===== src/rtl/core/owtr_pkg.sv =====
`timescale 1ns / 1ps
// ----------------------------------------------------------------------------
// owtr_pkg: shared definitions for the 1-Wire temperature reader
// Widths, timing constants, sequencer phases, register indexes, the
// configuration and result records, and the command byte table.
// ----------------------------------------------------------------------------
package owtr_pkg;

  // Default width of the microsecond timer.
  localparam int TIMER_WIDTH_DEF = 20;

  // Widest duration that any timing register or derived slot length can ask for.
  localparam int LIMIT_W = 20;

  // Configuration port geometry.
  localparam int CFG_INDEX_W = 3;
  localparam int CFG_DATA_W  = 20;

  // Register indexes of the configuration port.
  localparam logic [CFG_INDEX_W-1:0] REG_RESET_LOW_TIME      = 3'd0;
  localparam logic [CFG_INDEX_W-1:0] REG_CONVERSION_WAIT     = 3'd1;
  localparam logic [CFG_INDEX_W-1:0] REG_PRESENCE_WAIT_LIMIT = 3'd2;
  localparam logic [CFG_INDEX_W-1:0] REG_PRESENCE_LOW_LIMIT  = 3'd3;
  localparam logic [CFG_INDEX_W-1:0] REG_LONG_SLOT_TIME      = 3'd4;
  localparam logic [CFG_INDEX_W-1:0] REG_READ_SAMPLE_DELAY   = 3'd5;
  localparam logic [CFG_INDEX_W-1:0] REG_READ_RECOVERY_TIME  = 3'd6;

  // Register reset values.
  localparam logic [11:0] RESET_LOW_TIME_RST      = 12'd750;
  localparam logic [19:0] CONVERSION_WAIT_RST     = 20'd800000;
  localparam logic [9:0]  PRESENCE_WAIT_LIMIT_RST = 10'd200;
  localparam logic [9:0]  PRESENCE_LOW_LIMIT_RST  = 10'd240;
  localparam logic [7:0]  LONG_SLOT_TIME_RST      = 8'd60;
  localparam logic [7:0]  READ_SAMPLE_DELAY_RST   = 8'd12;
  localparam logic [7:0]  READ_RECOVERY_TIME_RST  = 8'd50;

  // Fixed bus timing, in ticks.
  localparam int SHORT_TIME   = 2;
  localparam int RELEASE_TIME = 15;

  // Cached temperature after reset: 26.0 degrees in 1/16 degree units.
  localparam logic [15:0] CACHE_RST = 16'd416;

  // Bus commands.
  localparam logic [7:0] CMD_SKIP_ROM = 8'hCC;
  localparam logic [7:0] CMD_CONVERT  = 8'h44;
  localparam logic [7:0] CMD_READ_PAD = 8'hBE;

  typedef enum logic [3:0] {
    PH_IDLE      = 4'd0,
    PH_RST_LOW   = 4'd1,
    PH_RST_REL   = 4'd2,
    PH_PRES_WAIT = 4'd3,
    PH_PRES_LOW  = 4'd4,
    PH_WRITE     = 4'd5,
    PH_CONV_WAIT = 4'd6,
    PH_READ      = 4'd7
  } phase_e;

  typedef struct packed {
    logic [11:0] reset_low_time;
    logic [19:0] conversion_wait;
    logic [9:0]  presence_wait_limit;
    logic [9:0]  presence_low_limit;
    logic [7:0]  long_slot_time;
    logic [7:0]  read_sample_delay;
    logic [7:0]  read_recovery_time;
  } cfg_t;

  typedef struct packed {
    logic               drive_low;
    logic               busy_res;
    logic               done_res;
    logic signed [15:0] temperature;
    logic               presence_fail;
  } result_t;

  // Command sent in each byte step of the write phases.
  function automatic logic [7:0] command_byte(input logic [2:0] byte_step);
    logic [7:0] cmd;
    case (byte_step)
      3'd0:    cmd = CMD_SKIP_ROM;
      3'd1:    cmd = CMD_CONVERT;
      3'd2:    cmd = CMD_SKIP_ROM;
      3'd3:    cmd = CMD_READ_PAD;
      default: cmd = 8'h00;
    endcase
    return cmd;
  endfunction

endpackage


===== src/rtl/core/one_wire_temperature_reader.sv =====
`timescale 1ns / 1ps
// ----------------------------------------------------------------------------
// one_wire_temperature_reader: 1-Wire master that reads a bus thermometer
//
// The input channel carries one transaction per microsecond tick (action 0,
// with the sampled bus level) or a start request (action 1, ignored while a
// sequence runs). Each accepted transaction yields exactly one result
// transaction on the output channel: the open-drain drive for that tick,
// busy, done, the signed temperature in 1/16 degree and the presence fail
// flag. The configuration channel writes the seven timing registers by index
// and is always ready; indexes beyond the last register are dropped.
// When the output is not stalled, the result is in the output register on the
// cycle after acceptance. One transaction is taken per cycle while in_stall_o
// is low, and the sequencer state registers take one tick of work per clock.
// When the receiver stalls, one further result lands in a skid register and
// in_stall_o then rises until the output drains.
// Reset loads the register defaults, puts the sequencer in idle with a
// cached temperature of 26.0 degrees, and empties the output buffer.
// ----------------------------------------------------------------------------
module one_wire_temperature_reader #(
  parameter int TIMER_WIDTH = owtr_pkg::TIMER_WIDTH_DEF
) (
  input  logic                             clk_i,
  input  logic                             rst_ni,
  // Input transactions.
  input  logic                             in_valid_i,
  output logic                             in_stall_o,
  input  logic                             action_i,
  input  logic                             line_level_i,
  // Result transactions.
  output logic                             out_valid_o,
  input  logic                             out_stall_i,
  output logic                             drive_low_o,
  output logic                             busy_res_o,
  output logic                             done_res_o,
  output logic signed [15:0]               temperature_o,
  output logic                             presence_fail_o,
  // Configuration writes.
  input  logic                             cfg_valid_i,
  output logic                             cfg_ready_o,
  input  logic [owtr_pkg::CFG_INDEX_W-1:0] cfg_index_i,
  input  logic [owtr_pkg::CFG_DATA_W-1:0]  cfg_data_i
);

  owtr_pkg::cfg_t    cfg;
  owtr_pkg::result_t seq_res;
  owtr_pkg::result_t out_res;
  logic              buf_full;
  logic              step;

  // The register file takes a write in every cycle.
  assign cfg_ready_o = 1'b1;

  // The input side stalls only when both buffer entries are occupied, so a
  // single waiting result never holds up the next tick.
  assign in_stall_o = buf_full;
  assign step       = in_valid_i & ~buf_full;

  owtr_cfg u_cfg (
    .clk_i      (clk_i),
    .rst_ni     (rst_ni),
    .wr_en_i    (cfg_valid_i),
    .wr_index_i (cfg_index_i),
    .wr_data_i  (cfg_data_i),
    .cfg_o      (cfg)
  );

  // The sequencer advances by one tick on each accepted bus tick transaction.
  owtr_seq #(
    .TIMER_WIDTH (TIMER_WIDTH)
  ) u_seq (
    .clk_i        (clk_i),
    .rst_ni       (rst_ni),
    .step_i       (step),
    .action_i     (action_i),
    .line_level_i (line_level_i),
    .cfg_i        (cfg),
    .res_o        (seq_res)
  );

  owtr_out_buf u_out_buf (
    .clk_i       (clk_i),
    .rst_ni      (rst_ni),
    .push_i      (step),
    .push_data_i (seq_res),
    .full_o      (buf_full),
    .out_valid_o (out_valid_o),
    .out_stall_i (out_stall_i),
    .out_data_o  (out_res)
  );

  assign drive_low_o     = out_res.drive_low;
  assign busy_res_o      = out_res.busy_res;
  assign done_res_o      = out_res.done_res;
  assign temperature_o   = out_res.temperature;
  assign presence_fail_o = out_res.presence_fail;

endmodule


===== src/rtl/core/owtr_cfg.sv =====
`timescale 1ns / 1ps
// ----------------------------------------------------------------------------
// owtr_cfg: timing register file
// Holds the seven bus timing registers, written one transaction at a time.
// ----------------------------------------------------------------------------
module owtr_cfg (
  input  logic                               clk_i,
  input  logic                               rst_ni,
  input  logic                               wr_en_i,
  input  logic [owtr_pkg::CFG_INDEX_W-1:0]   wr_index_i,
  input  logic [owtr_pkg::CFG_DATA_W-1:0]    wr_data_i,
  output owtr_pkg::cfg_t                     cfg_o
);

  owtr_pkg::cfg_t cfg_q, cfg_d;

  always_comb begin
    cfg_d = cfg_q;
    if (wr_en_i) begin
      case (wr_index_i)
        owtr_pkg::REG_RESET_LOW_TIME:      cfg_d.reset_low_time      = wr_data_i[11:0];
        owtr_pkg::REG_CONVERSION_WAIT:     cfg_d.conversion_wait     = wr_data_i[19:0];
        owtr_pkg::REG_PRESENCE_WAIT_LIMIT: cfg_d.presence_wait_limit = wr_data_i[9:0];
        owtr_pkg::REG_PRESENCE_LOW_LIMIT:  cfg_d.presence_low_limit  = wr_data_i[9:0];
        owtr_pkg::REG_LONG_SLOT_TIME:      cfg_d.long_slot_time      = wr_data_i[7:0];
        owtr_pkg::REG_READ_SAMPLE_DELAY:   cfg_d.read_sample_delay   = wr_data_i[7:0];
        owtr_pkg::REG_READ_RECOVERY_TIME:  cfg_d.read_recovery_time  = wr_data_i[7:0];
        default: ;
      endcase
    end
  end

  always_ff @(posedge clk_i or negedge rst_ni) begin
    if (!rst_ni) begin
      cfg_q.reset_low_time      <= owtr_pkg::RESET_LOW_TIME_RST;
      cfg_q.conversion_wait     <= owtr_pkg::CONVERSION_WAIT_RST;
      cfg_q.presence_wait_limit <= owtr_pkg::PRESENCE_WAIT_LIMIT_RST;
      cfg_q.presence_low_limit  <= owtr_pkg::PRESENCE_LOW_LIMIT_RST;
      cfg_q.long_slot_time      <= owtr_pkg::LONG_SLOT_TIME_RST;
      cfg_q.read_sample_delay   <= owtr_pkg::READ_SAMPLE_DELAY_RST;
      cfg_q.read_recovery_time  <= owtr_pkg::READ_RECOVERY_TIME_RST;
    end else begin
      cfg_q <= cfg_d;
    end
  end

  assign cfg_o = cfg_q;

endmodule


===== src/rtl/core/owtr_seq.sv =====
`timescale 1ns / 1ps
// ----------------------------------------------------------------------------
// owtr_seq: bus sequencer
// Advances the reset, presence, write, wait and read phases by one tick per
// accepted bus tick and forms the result record for every accepted transaction.
// ----------------------------------------------------------------------------
module owtr_seq #(
  parameter int TIMER_WIDTH = owtr_pkg::TIMER_WIDTH_DEF
) (
  input  logic              clk_i,
  input  logic              rst_ni,
  input  logic              step_i,
  input  logic              action_i,
  input  logic              line_level_i,
  input  owtr_pkg::cfg_t    cfg_i,
  output owtr_pkg::result_t res_o
);

  localparam int CW = (TIMER_WIDTH > owtr_pkg::LIMIT_W) ? TIMER_WIDTH : owtr_pkg::LIMIT_W;
  localparam logic [CW-1:0] TMASK = CW'((64'd1 << TIMER_WIDTH) - 64'd1);

  owtr_pkg::phase_e          phase_q, phase_d;
  logic [TIMER_WIDTH-1:0]    tick_q, tick_d;
  logic [2:0]                bit_q, bit_d;
  logic [2:0]                byte_q, byte_d;
  logic [15:0]               shift_q, shift_d;
  logic [15:0]               cache_q, cache_d;
  logic                      done_d, fail_d;

  logic [owtr_pkg::LIMIT_W-1:0] limit;
  logic [CW-1:0]                limit_ext, limit_clamp, tick_inc_ext, tick_ext;
  logic [TIMER_WIDTH-1:0]       tick_inc, tick_adv;
  logic                         hit;
  logic [8:0]                   sample_at;
  logic                         sample_hit;
  logic [7:0]                   cmd;
  logic [7:0]                   slot_low;
  logic [2:0]                   bit_inc, byte_inc;
  logic                         pres_ev, pres_ok;
  logic                         drive;

  // Shared tick timer: one increment and one compare against the phase's limit.
  always_comb begin
    case (phase_q)
      owtr_pkg::PH_RST_LOW:
        limit = owtr_pkg::LIMIT_W'(cfg_i.reset_low_time);
      owtr_pkg::PH_RST_REL:
        limit = owtr_pkg::LIMIT_W'(owtr_pkg::RELEASE_TIME);
      owtr_pkg::PH_PRES_WAIT:
        limit = owtr_pkg::LIMIT_W'(cfg_i.presence_wait_limit);
      owtr_pkg::PH_PRES_LOW:
        limit = owtr_pkg::LIMIT_W'(cfg_i.presence_low_limit);
      owtr_pkg::PH_WRITE:
        limit = owtr_pkg::LIMIT_W'(cfg_i.long_slot_time)
              + owtr_pkg::LIMIT_W'(owtr_pkg::SHORT_TIME);
      owtr_pkg::PH_CONV_WAIT:
        limit = cfg_i.conversion_wait;
      owtr_pkg::PH_READ:
        limit = owtr_pkg::LIMIT_W'(cfg_i.read_sample_delay)
              + owtr_pkg::LIMIT_W'(cfg_i.read_recovery_time)
              + owtr_pkg::LIMIT_W'(owtr_pkg::SHORT_TIME + 1);
      default:
        limit = '0;
    endcase
  end

  assign tick_inc     = tick_q + TIMER_WIDTH'(1);
  assign tick_inc_ext = CW'(tick_inc);
  assign tick_ext     = CW'(tick_q);
  assign limit_ext    = CW'(limit);
  assign limit_clamp  = (limit_ext > TMASK) ? TMASK : limit_ext;
  assign hit          = (tick_inc_ext >= limit_clamp);
  assign tick_adv     = hit ? '0 : tick_inc;

  assign sample_at  = 9'(cfg_i.read_sample_delay) + 9'(owtr_pkg::SHORT_TIME);
  assign sample_hit = (tick_ext == CW'(sample_at));

  assign cmd      = owtr_pkg::command_byte(byte_q);
  assign slot_low = cmd[bit_q] ? 8'(owtr_pkg::SHORT_TIME) : cfg_i.long_slot_time;
  assign bit_inc  = bit_q + 3'd1;
  assign byte_inc = byte_q + 3'd1;

  // Next state.
  always_comb begin
    phase_d = phase_q;
    tick_d  = tick_q;
    bit_d   = bit_q;
    byte_d  = byte_q;
    shift_d = shift_q;
    cache_d = cache_q;
    done_d  = 1'b0;
    fail_d  = 1'b0;
    pres_ev = 1'b0;
    pres_ok = 1'b0;
    if (action_i) begin
      if (phase_q == owtr_pkg::PH_IDLE) begin
        phase_d = owtr_pkg::PH_RST_LOW;
        tick_d  = '0;
        bit_d   = '0;
        byte_d  = '0;
        shift_d = '0;
      end
    end else begin
      case (phase_q)
        owtr_pkg::PH_RST_LOW: begin
          tick_d = tick_adv;
          if (hit) phase_d = owtr_pkg::PH_RST_REL;
        end
        owtr_pkg::PH_RST_REL: begin
          tick_d = tick_adv;
          if (hit) phase_d = owtr_pkg::PH_PRES_WAIT;
        end
        owtr_pkg::PH_PRES_WAIT: begin
          if (!line_level_i) begin
            phase_d = owtr_pkg::PH_PRES_LOW;
            tick_d  = '0;
          end else begin
            tick_d  = tick_adv;
            pres_ev = hit;
          end
        end
        owtr_pkg::PH_PRES_LOW: begin
          if (line_level_i) begin
            pres_ev = 1'b1;
            pres_ok = 1'b1;
          end else begin
            tick_d  = tick_adv;
            pres_ev = hit;
          end
        end
        owtr_pkg::PH_WRITE: begin
          tick_d = tick_adv;
          if (hit) begin
            bit_d = bit_inc;
            if (bit_inc == 3'd0) begin
              byte_d = byte_inc;
              if (byte_inc == 3'd2) begin
                phase_d = (cfg_i.conversion_wait == '0) ? owtr_pkg::PH_RST_LOW
                                                        : owtr_pkg::PH_CONV_WAIT;
              end else if (byte_inc >= 3'd4) begin
                phase_d = owtr_pkg::PH_READ;
              end
            end
          end
        end
        owtr_pkg::PH_CONV_WAIT: begin
          tick_d = tick_adv;
          if (hit) phase_d = owtr_pkg::PH_RST_LOW;
        end
        owtr_pkg::PH_READ: begin
          if (sample_hit) shift_d = {line_level_i, shift_q[15:1]};
          tick_d = tick_adv;
          if (hit) begin
            bit_d = bit_inc;
            if (bit_inc == 3'd0) begin
              byte_d = byte_inc;
              if (byte_inc >= 3'd6) begin
                cache_d = shift_d;
                phase_d = owtr_pkg::PH_IDLE;
                done_d  = 1'b1;
              end
            end
          end
        end
        default: ;
      endcase
      // A presence check has come to an end, either way.
      if (pres_ev) begin
        tick_d = '0;
        bit_d  = '0;
        if (!pres_ok && byte_q >= 3'd2) begin
          phase_d = owtr_pkg::PH_IDLE;
          done_d  = 1'b1;
          fail_d  = 1'b1;
        end else begin
          phase_d = owtr_pkg::PH_WRITE;
        end
      end
    end
  end

  // Outputs. A start transaction taken in idle reports the level of the
  // coming reset pulse; the released phases drive nothing.
  always_comb begin
    case (phase_q)
      owtr_pkg::PH_RST_LOW: drive = 1'b1;
      owtr_pkg::PH_WRITE:   drive = (tick_ext < CW'(slot_low));
      owtr_pkg::PH_READ:    drive = (tick_ext < CW'(owtr_pkg::SHORT_TIME));
      default:              drive = action_i & (phase_q == owtr_pkg::PH_IDLE);
    endcase
    res_o.drive_low     = drive;
    res_o.busy_res      = (phase_d != owtr_pkg::PH_IDLE);
    res_o.done_res      = done_d;
    res_o.temperature   = $signed(cache_d);
    res_o.presence_fail = fail_d;
  end

  always_ff @(posedge clk_i or negedge rst_ni) begin
    if (!rst_ni) begin
      phase_q <= owtr_pkg::PH_IDLE;
      tick_q  <= '0;
      bit_q   <= '0;
      byte_q  <= '0;
      shift_q <= '0;
      cache_q <= owtr_pkg::CACHE_RST;
    end else if (step_i) begin
      phase_q <= phase_d;
      tick_q  <= tick_d;
      bit_q   <= bit_d;
      byte_q  <= byte_d;
      shift_q <= shift_d;
      cache_q <= cache_d;
    end
  end

endmodule


===== src/rtl/core/owtr_out_buf.sv =====
`timescale 1ns / 1ps
// ----------------------------------------------------------------------------
// owtr_out_buf: two-entry result buffer
// An output register backed by a skid register, so that a result can be
// taken in while the one before it is still stalled.
// ----------------------------------------------------------------------------
module owtr_out_buf (
  input  logic              clk_i,
  input  logic              rst_ni,
  input  logic              push_i,
  input  owtr_pkg::result_t push_data_i,
  output logic              full_o,
  output logic              out_valid_o,
  input  logic              out_stall_i,
  output owtr_pkg::result_t out_data_o
);

  logic              out_valid_q, out_valid_d;
  logic              skid_valid_q, skid_valid_d;
  owtr_pkg::result_t out_data_q, out_data_d;
  owtr_pkg::result_t skid_data_q, skid_data_d;
  logic              pop;

  assign pop = out_valid_q & ~out_stall_i;

  always_comb begin
    out_valid_d  = out_valid_q;
    out_data_d   = out_data_q;
    skid_valid_d = skid_valid_q;
    skid_data_d  = skid_data_q;
    if (!out_valid_q || pop) begin
      if (skid_valid_q) begin
        out_valid_d  = 1'b1;
        out_data_d   = skid_data_q;
        skid_valid_d = 1'b0;
      end else begin
        out_valid_d = push_i;
        out_data_d  = push_data_i;
      end
    end else if (push_i) begin
      skid_valid_d = 1'b1;
      skid_data_d  = push_data_i;
    end
  end

  always_ff @(posedge clk_i or negedge rst_ni) begin
    if (!rst_ni) begin
      out_valid_q  <= 1'b0;
      skid_valid_q <= 1'b0;
    end else begin
      out_valid_q  <= out_valid_d;
      skid_valid_q <= skid_valid_d;
    end
  end

  always_ff @(posedge clk_i) begin
    out_data_q  <= out_data_d;
    skid_data_q <= skid_data_d;
  end

  assign full_o      = skid_valid_q;
  assign out_valid_o = out_valid_q;
  assign out_data_o  = out_data_q;

endmodule


===== config.mk =====
export PLATFORM = sky130hd
export DESIGN_NAME = one_wire_temperature_reader
export DESIGN_NICKNAME = d
export VERILOG_FILES = /design/src/rtl/core/owtr_pkg.sv /design/src/rtl/core/one_wire_temperature_reader.sv /design/src/rtl/core/owtr_cfg.sv /design/src/rtl/core/owtr_seq.sv /design/src/rtl/core/owtr_out_buf.sv
export SDC_FILE = /design/constraint.sdc
export NUM_CORES = 1
export LEC_CHECK = 0
export ABC_AREA = 0
export BUFFER_PORTS_ARGS = -buffer_cell sky130_fd_sc_hd__clkbuf_2
export CORE_MARGIN = 5
export CORE_UTILIZATION = 30
export DETAILED_ROUTE_END_ITERATION = 8
export GPL_ROUTABILITY_DRIVEN = 0
export PLACE_DENSITY = 0.45
export REMOVE_ABC_BUFFERS = 1
export SYNTH_ARGS = -nofsm -noshare
export SYNTH_HDL_FRONTEND = slang
export SYNTH_SLANG_ARGS = --single-unit

===== constraint.sdc =====
create_clock -name clk_i -period 9.75 [get_ports clk_i]
set_input_delay 1.95 -clock clk_i [delete_from_list [all_inputs] [get_ports clk_i]]
set_output_delay 1.95 -clock clk_i [all_outputs]
set_load 0.01 [all_outputs]

==> results of run 1 <==
## per-stage QoR
step / total power, uW / setup WS [ns]
finish: 2570 / 3.70
global route: 2760 / 3.07
CTS: 2600 / 3.63
detailed placement: 1900 / 3.64
global placement: 1900 / 3.72
floorplan: 1590 / 4.60
## layer usage
layer  track usage  up-vias
met1         0.213     3687
met2         0.211      145
met4        0.0367        0
met5             0        -
li1              -     3623
met3        0.0261       20
## flip-flops by register name (all words and copies together) (netlist names)
| signal | count |
|---|---|
| u_cfg.cfg_o | 76 |
| u_out_buf.full_o | 1 |
| u_out_buf.out_data_o | 20 |
| u_out_buf.out_valid_o | 1 |
| u_out_buf.skid_data_q | 20 |
| u_seq.bit_q | 3 |
| u_seq.byte_q | 3 |
| u_seq.cache_q | 16 |
| u_seq.phase_q | 4 |
| u_seq.shift_q | 16 |
| u_seq.tick_ext | 20 |
## kinds of logic after synthesis
kind of cell,count (synthesis)
and+or+nand+nor,265
AOI/OAI and AO/OA,226
DFF,180
muxes,113
buffers and inverters,95
adders and majority gates,47
xor gates and xnor gates,42
other,1
## worst max-delay path, cell delays in order (launching register included)
cell       delay [ns]
dfrtp_1          0.40
ha_1             0.22
fa_1             0.41
a21o_1           0.20
a21oi_1          0.24
o21ai_0          0.14
a211oi_1         0.43
o2111ai_1        0.23
or4_1            0.49
and3_1           0.21
ha_1             0.30
nand2_1          0.06
or4_1            0.42
o211ai_2         0.55
nand2_1          0.86
mux2i_1          0.49
o21ai_0          0.12
## layout make-up
cell class                 instances  area share
clock buffer                      18      0.0373
clock inverter                    14      0.0141
inverter                          39      0.0127
multi-input combinational        694       0.441
sequential                       180       0.413
tap                              448      0.0487
timing repair buffer              68      0.0338
## worst min-delay path by stage
stage / depth (start not counted) / slack (ns) / end / from
final: 2 / 0.49 / u_seq.cache_q[12] / u_seq.cache_q[12]
after global routing: 2 / 0.52 / u_seq.cache_q[11] / u_seq.cache_q[11]
after CTS: 2 / 0.49 / u_seq.cache_q[2] / u_seq.cache_q[2]
after detailed placement: 2 / 0.48 / u_seq.cache_q[10] / u_seq.cache_q[10]
after global placement: 2 / 0.46 / u_seq.cache_q[4] / u_seq.cache_q[4]
after floorplan: 2 / 0.45 / u_seq.cache_q[0] / u_seq.cache_q[0]
## Yosys cell counts (4+ instances only)
library cell  count
and3_1           17
o21ai_0          83
nor4_1           10
clkbuf_1         43
edfxtp_1         40
a21boi_0          4
nor2_1           37
dfstp_2          32
o211ai_1          6
a21o_1            6
xor2_1           17
xnor2_1          25
and2_1            4
nand4_1           7
ha_1             46
a211oi_1          7
nand2b_1          8
buf_2             7
nand3_1          26
a222oi_1          7
nand4b_1          7
a211o_1           4
a31oi_1           6
mux2i_1          18
dfrtp_1         108
a221oi_1          8
inv_1            37
a22o_1           23
a21oi_1          31
mux2_2           95
a22oi_1           5
nand2_1         105
nor3_1           15
nor2b_1          11
## cell usage in the layout, fill, tap and decap left out, types with 8 or more instances in the layout
master,count
dfrtp_1,108
nand2_1,105
mux2_2,95
o21ai_0,83
clkbuf_2,50
ha_1,46
edfxtp_1,40
inv_1,37
nor2_1,36
dfstp_2,32
a21oi_1,31
nand3_1,26
xnor2_1,25
a22o_1,23
mux2i_1,18
and3_1,17
xor2_1,17
clkbuf_16,17
buf_4,17
nor3_1,14
nor2b_1,11
nor4_1,9
nand2b_1,8
a221oi_1,8
## report_power, final
part	internal, uW	total, uW	switching [uW]
registers	896	1010	117
clock network	365	695	330
logic	354	866	512
total	1620	2570	959
==> results by group, run 1 <==
Drt
  – DR vias/cell: 5.12
  – Initial DRC Count: 519
  – Final wirelength: 26.6 mm
  – # DRC: 0
  – Routed wl met3: 927 um
  – Routed wl met2: 11.6 mm
  – Antenna Nets Post-Route: 0
  – Top Metal Used: met4
  – WL met1: 13.6 mm
  – Router iterations before antenna repair: 5
  – Vias: 7475
  – Avg WL per Cell: 18.2 um

Layout
  – Non-Filler Instances: 1461
  – Filler Cells Inserted: 3485
  – Footprint of the multi-input gates: 5070 um^2
  – Nets: 1077
  – Fin util: 0.343
  – Sequential Area: 4740 um^2
  – Layout cells sized above 1: 0.242
  – Antenna diode count: 0
  – Post-route cell area: 11500 um^2
  – Layout area overhead: 12.9%

STA
  – Final worst path period share: 0.621
  – Setup violators final: 0
  – Final worst path period need: 6.05 ns
  – Slew @ Worst Pin: 1.14 ns
  – Achievable clock frequency: 165 MHz
  – Hold slack: 0.490 ns
  – Slew headroom: 0.236
  – Setup_tns: 0 ns
  – RSZ-0062 raised after global routing: no
  – Clock Skews: 0.0159 ns
  – Max-slew violation count: 0
  – Fin. Hold Viols: 0

Synthesis
  – Ys Warns: 0
  – Cells after synthesis: 969
  – Top cell type's share of synthesized area: 0.265
  – Mapped cell area: 10200 um^2
  – Post-Synth XOR/XNOR Area: 0.0361
  – Largest family of logic cells by synthesized area: compound AO/OA/AOI/OAI gates
  – Syn Area/Cell: 10.5 um^2
  – Post-synthesis mux area share: 0.123
  – Synth Area in Adders: 0.0585
  – Fraction of registers with async set/reset: 0.778
  – Sequential-to-total area share from yosys stat: 0.466
  – Yosys top cell by area: dfrtp_1
  – Cell variety after synth: 73
  – Seq cells post-synth: 180
  – Ys flop type: dfrtp_1
  – Simple-gate portion of the synthesized area: 0.129
  – Area contributors post-synth: dfrtp_1, edfxtp_1, mux2_2
  – Complex-gate fraction of the synthesized area: 0.149
  – Number of enable flip-flop cells after synthesis: 40

Clock network
  – Clk buf depth: 2
  – Worst-path clk slew: 0.08 ns
  – Clk_lat worst skew: 0.44 ns
  – CTS tree: built
  – TritonCTS Sinks: 180
  – CTS hold repair buffers: 0
  – Total CTS buffers: 17
  – Post-CTS sizing: 0
  – Root buffer cell: clkbuf_16
  – Post-CTS setup buffers: 0
  – H-tree Lvls: 4

Floorplan
  – I/O pin count: 53
  – Die Wd: 194 um
  – Starting density of the core: 0.304
  – Total die area: 37700 um^2
  – Core area: 33500 um^2
  – Die height: 194 um
  – Num rows: 67

Setup path
  – R2R cell count: 16
  – Data required, critical path: 9.91 ns
  – CP endpoint kind: register
  – FF-to-FF setup slack: 3.70 ns
  – Worst Setup Start Kind: register
  – Critical Path Fanout Max: 17
  – Crit path launch: u_cfg.cfg_o[8]
  – Worst r2r src: u_cfg.cfg_o[8]
  – CP endpoint: u_out_buf.out_data_o[16]
  – Classification of the worst setup path: register to register
  – R2r endpoint: u_out_buf.out_data_o[16]
  – Worst EP arrival: 6.21 ns

Placed design
  – I/O Buffers: 51
  – Placed Cells: 1429
  – Dpl hpwl: 18.9 mm
  – Dpl cell area: 10900 um^2

Global routing
  – Vias in the first global route: 7309
  – Total congestion overflow: 0
  – Pin count of the biggest net entering global routing: 96
  – Initial antenna violation count: 0
  – Tot GR Track Use: 0.142
  – Global-route wire length before repair: 42.9 mm

Job
  – Max cap viols: 0

Power
  – Maximum VDD drop: 0.144 mV
  – Pwr dens: 224 nW/um^2
  – Leakage: 0.00502 uW

Outcome
  – Status: finished clean

Worst hold path
  – Worst hold path type: register to register
Note: power is estimated with default switching activity, not from simulation.
==> run 2, diff against run 1 <==
--- a/config.mk
+++ b/config.mk
@@ -11,7 +11,7 @@
 export CORE_UTILIZATION = 30
 export DETAILED_ROUTE_END_ITERATION = 8
 export GPL_ROUTABILITY_DRIVEN = 0
-export PLACE_DENSITY = 0.45
+export PLACE_DENSITY = 0.46
 export REMOVE_ABC_BUFFERS = 1
 export SYNTH_ARGS = -nofsm -noshare
 export SYNTH_HDL_FRONTEND = slang
==> constraint.sdc (replaced) <==
create_clock -name clk_i -period 5.01 [get_ports clk_i]
set_input_delay 1.002 -clock clk_i [delete_from_list [all_inputs] [get_ports clk_i]]
set_output_delay 1.002 -clock clk_i [all_outputs]
set_load 0.01 [all_outputs]
==> results by group, run 2 (synthesis results as in run 1) <==
Outcome
  – Status: finished clean

Clock network
  – TritonCTS Sinks: 180
  – Total CTS buffers: 17
  – Worst-path clk slew: 0.07 ns
  – Clk_lat worst skew: 0.45 ns
  – H-tree Lvls: 4
  – CTS tree: built
  – Clk buf depth: 2
  – Root buffer cell: clkbuf_16

Setup path
  – R2r endpoint: u_out_buf.out_data_o[14]
  – FF-to-FF setup slack: 0.25 ns
  – Classification of the worst setup path: register to register
  – Worst r2r src: u_cfg.cfg_o[0]
  – Data required, critical path: 5.18 ns
  – Worst EP arrival: 4.93 ns
  – Critical Path Fanout Max: 8
  – Worst Setup Start Kind: register
  – CP endpoint kind: register
  – R2R cell count: 19

STA
  – Final worst path period share: 0.951
  – Slew headroom: 0.324
  – Slew @ Worst Pin: 1.01 ns
  – Final worst path period need: 4.76 ns
  – Clock Skews: 0.0179 ns
  – Achievable clock frequency: 210 MHz
  – Max-slew violation count: 0
  – Setup violators final: 0
  – Setup_tns: 0 ns
  – Fin. Hold Viols: 0

Power
  – Maximum VDD drop: 0.308 mV
  – Logic gate share of total power: 0.380
  – Pwr dens: 428 nW/um^2
  – Sequential share of power: 0.376
  – Sw Share: 0.372
  – Net switching power: 1920 uW
  – Total power: 5150 uW
  – Clk pwr share: 0.244
  – Leakage: 0.00516 uW
  – Power Internal: 3240 uW

Drt
  – Antenna Nets Post-Route: 0
  – DR vias/cell: 5.15
  – Vias: 7721
  – Final wirelength: 27.5 mm
  – # DRC: 0
  – Initial DRC Count: 466
  – Router iterations before antenna repair: 5
  – Avg WL per Cell: 18.4 um

Worst hold path
  – Worst Min Path Start: u_seq.shift_q[0]
  – Hold depth: 1
  – Worst hold endpoint: u_seq.shift_q[0]
  – Worst hold path type: register to register

Layout
  – Footprint of the multi-input gates: 5310 um^2
  – Layout cells sized above 1: 0.292
  – Commonest non-fill, non-tap cell in the layout: dfrtp_1
  – Max FFs per register: 76
  – Filler Cells Inserted: 3426
  – Layout area overhead: 18.2%
  – Antenna diode count: 0
  – Sequential Area: 4740 um^2
  – Nets: 1116
  – Most frequent cells in the layout: dfrtp_1, nand2_1, mux2_2

Global routing
  – Global-route wire length before repair: 44.5 mm
  – Initial antenna violation count: 0
  – Pin count of the biggest net entering global routing: 90
  – Vias in the first global route: 7685
  – Total congestion overflow: 0
  – Tot GR Track Use: 0.147

Floorplan
  – Starting density of the core: 0.304
  – Core area: 33500 um^2
  – I/O pin count: 53
  – Num rows: 67
  – Die height: 194 um
  – Die Wd: 194 um
  – Total die area: 37700 um^2

Job
  – Max cap viols: 0

Placed design
  – Dpl hpwl: 19.7 mm
  – I/O Buffers: 51
-- run 2: cell count changes in the layout (fill, tap and decap cells not counted), moves of 3 or more --
cell	change
clkinv_4	-3
buf_4	+33
mux2i_4	+14
mux2i_1	-16
-- run 2: area by class of cell --
cell class                 instances  share of cell area
multi-input combinational        694               0.441
sequential                       180               0.394
timing repair buffer             107              0.0622
tap                              448              0.0465
clock buffer                      19              0.0359
inverter                          39              0.0122
clock inverter                    13             0.00852
-- run 2: per-stage QoR --
step	area [um^2]	util	cells	setup WS, ns	hold WS, ns
2_1_floorplan	9940	-	913	-0.138	0.450
3_3_place_gp	11200	0.334	1463	0.129	0.465
3_5_place_dp	11200	0.334	1463	0.0398	0.472
4_1_cts	11700	0.350	1495	0.0314	0.488
5_1_grt	12000	0.359	1500	-0.0152	0.517
6_report	12000	0.359	1500	0.246	0.504
-- run 2: power by group through the flow --
stage,Clock [uW],Sequential (uW),Combinational [uW]
global placement,0,1960,1850
finish,1260,1940,1960
floorplan,0,1940,1150
CTS,1300,1940,1870
detailed placement,0,1960,1870
global route,1360,1970,2190
-- run 2: worst max-delay path, cell delays in order, from the launching register on --
cell and delay (ns):
dfrtp_1 0.38, ha_1 0.23, fa_1 0.38, a21o_1 0.20
a21oi_2 0.14, buf_4 0.13, xnor2_1 0.15, and3_1 0.24
o2111ai_2 0.16, or4_1 0.49, and3_1 0.22, ha_1 0.30
nand2_1 0.06, or4_4 0.43, o211ai_4 0.27, buf_6 0.15
nand2_4 0.08, clkbuf_16 0.23, mux2i_4 0.18, o21ai_0 0.09
-- run 2: what timing repair did --
action / in CTS / in global routing
hold buffers: 0 / 0
setup endpoints to repair: 0 / 73
buffers inserted: 0 / 3
gates resized for setup: 0 / 45
hold endpoints to repair: 0 / 0
-- run 2: worst max-delay path by stage --
stage / start / endpoint / slack [ns] / depth (start not counted)
floorplan: u_cfg.cfg_o[8] / u_out_buf.out_data_o[14] / -0.14 / 16
global placement: u_cfg.cfg_o[0] / u_out_buf.out_data_o[18] / 0.13 / 17
detailed placement: u_cfg.cfg_o[0] / u_out_buf.out_data_o[18] / 0.04 / 17
CTS: u_cfg.cfg_o[0] / u_out_buf.out_data_o[18] / 0.03 / 17
global route: u_cfg.cfg_o[8] / u_seq.tick_ext[17] / -0.02 / 22
finish: u_cfg.cfg_o[0] / u_out_buf.out_data_o[14] / 0.25 / 19
-- run 2: routing by layer --
metal / routed length (um) / global-route usage
met5: 0 / 0
met2: 12700 / 0.227
met3: 899 / 0.0262
met4: 323 / 0.0378
met1: 13600 / 0.214
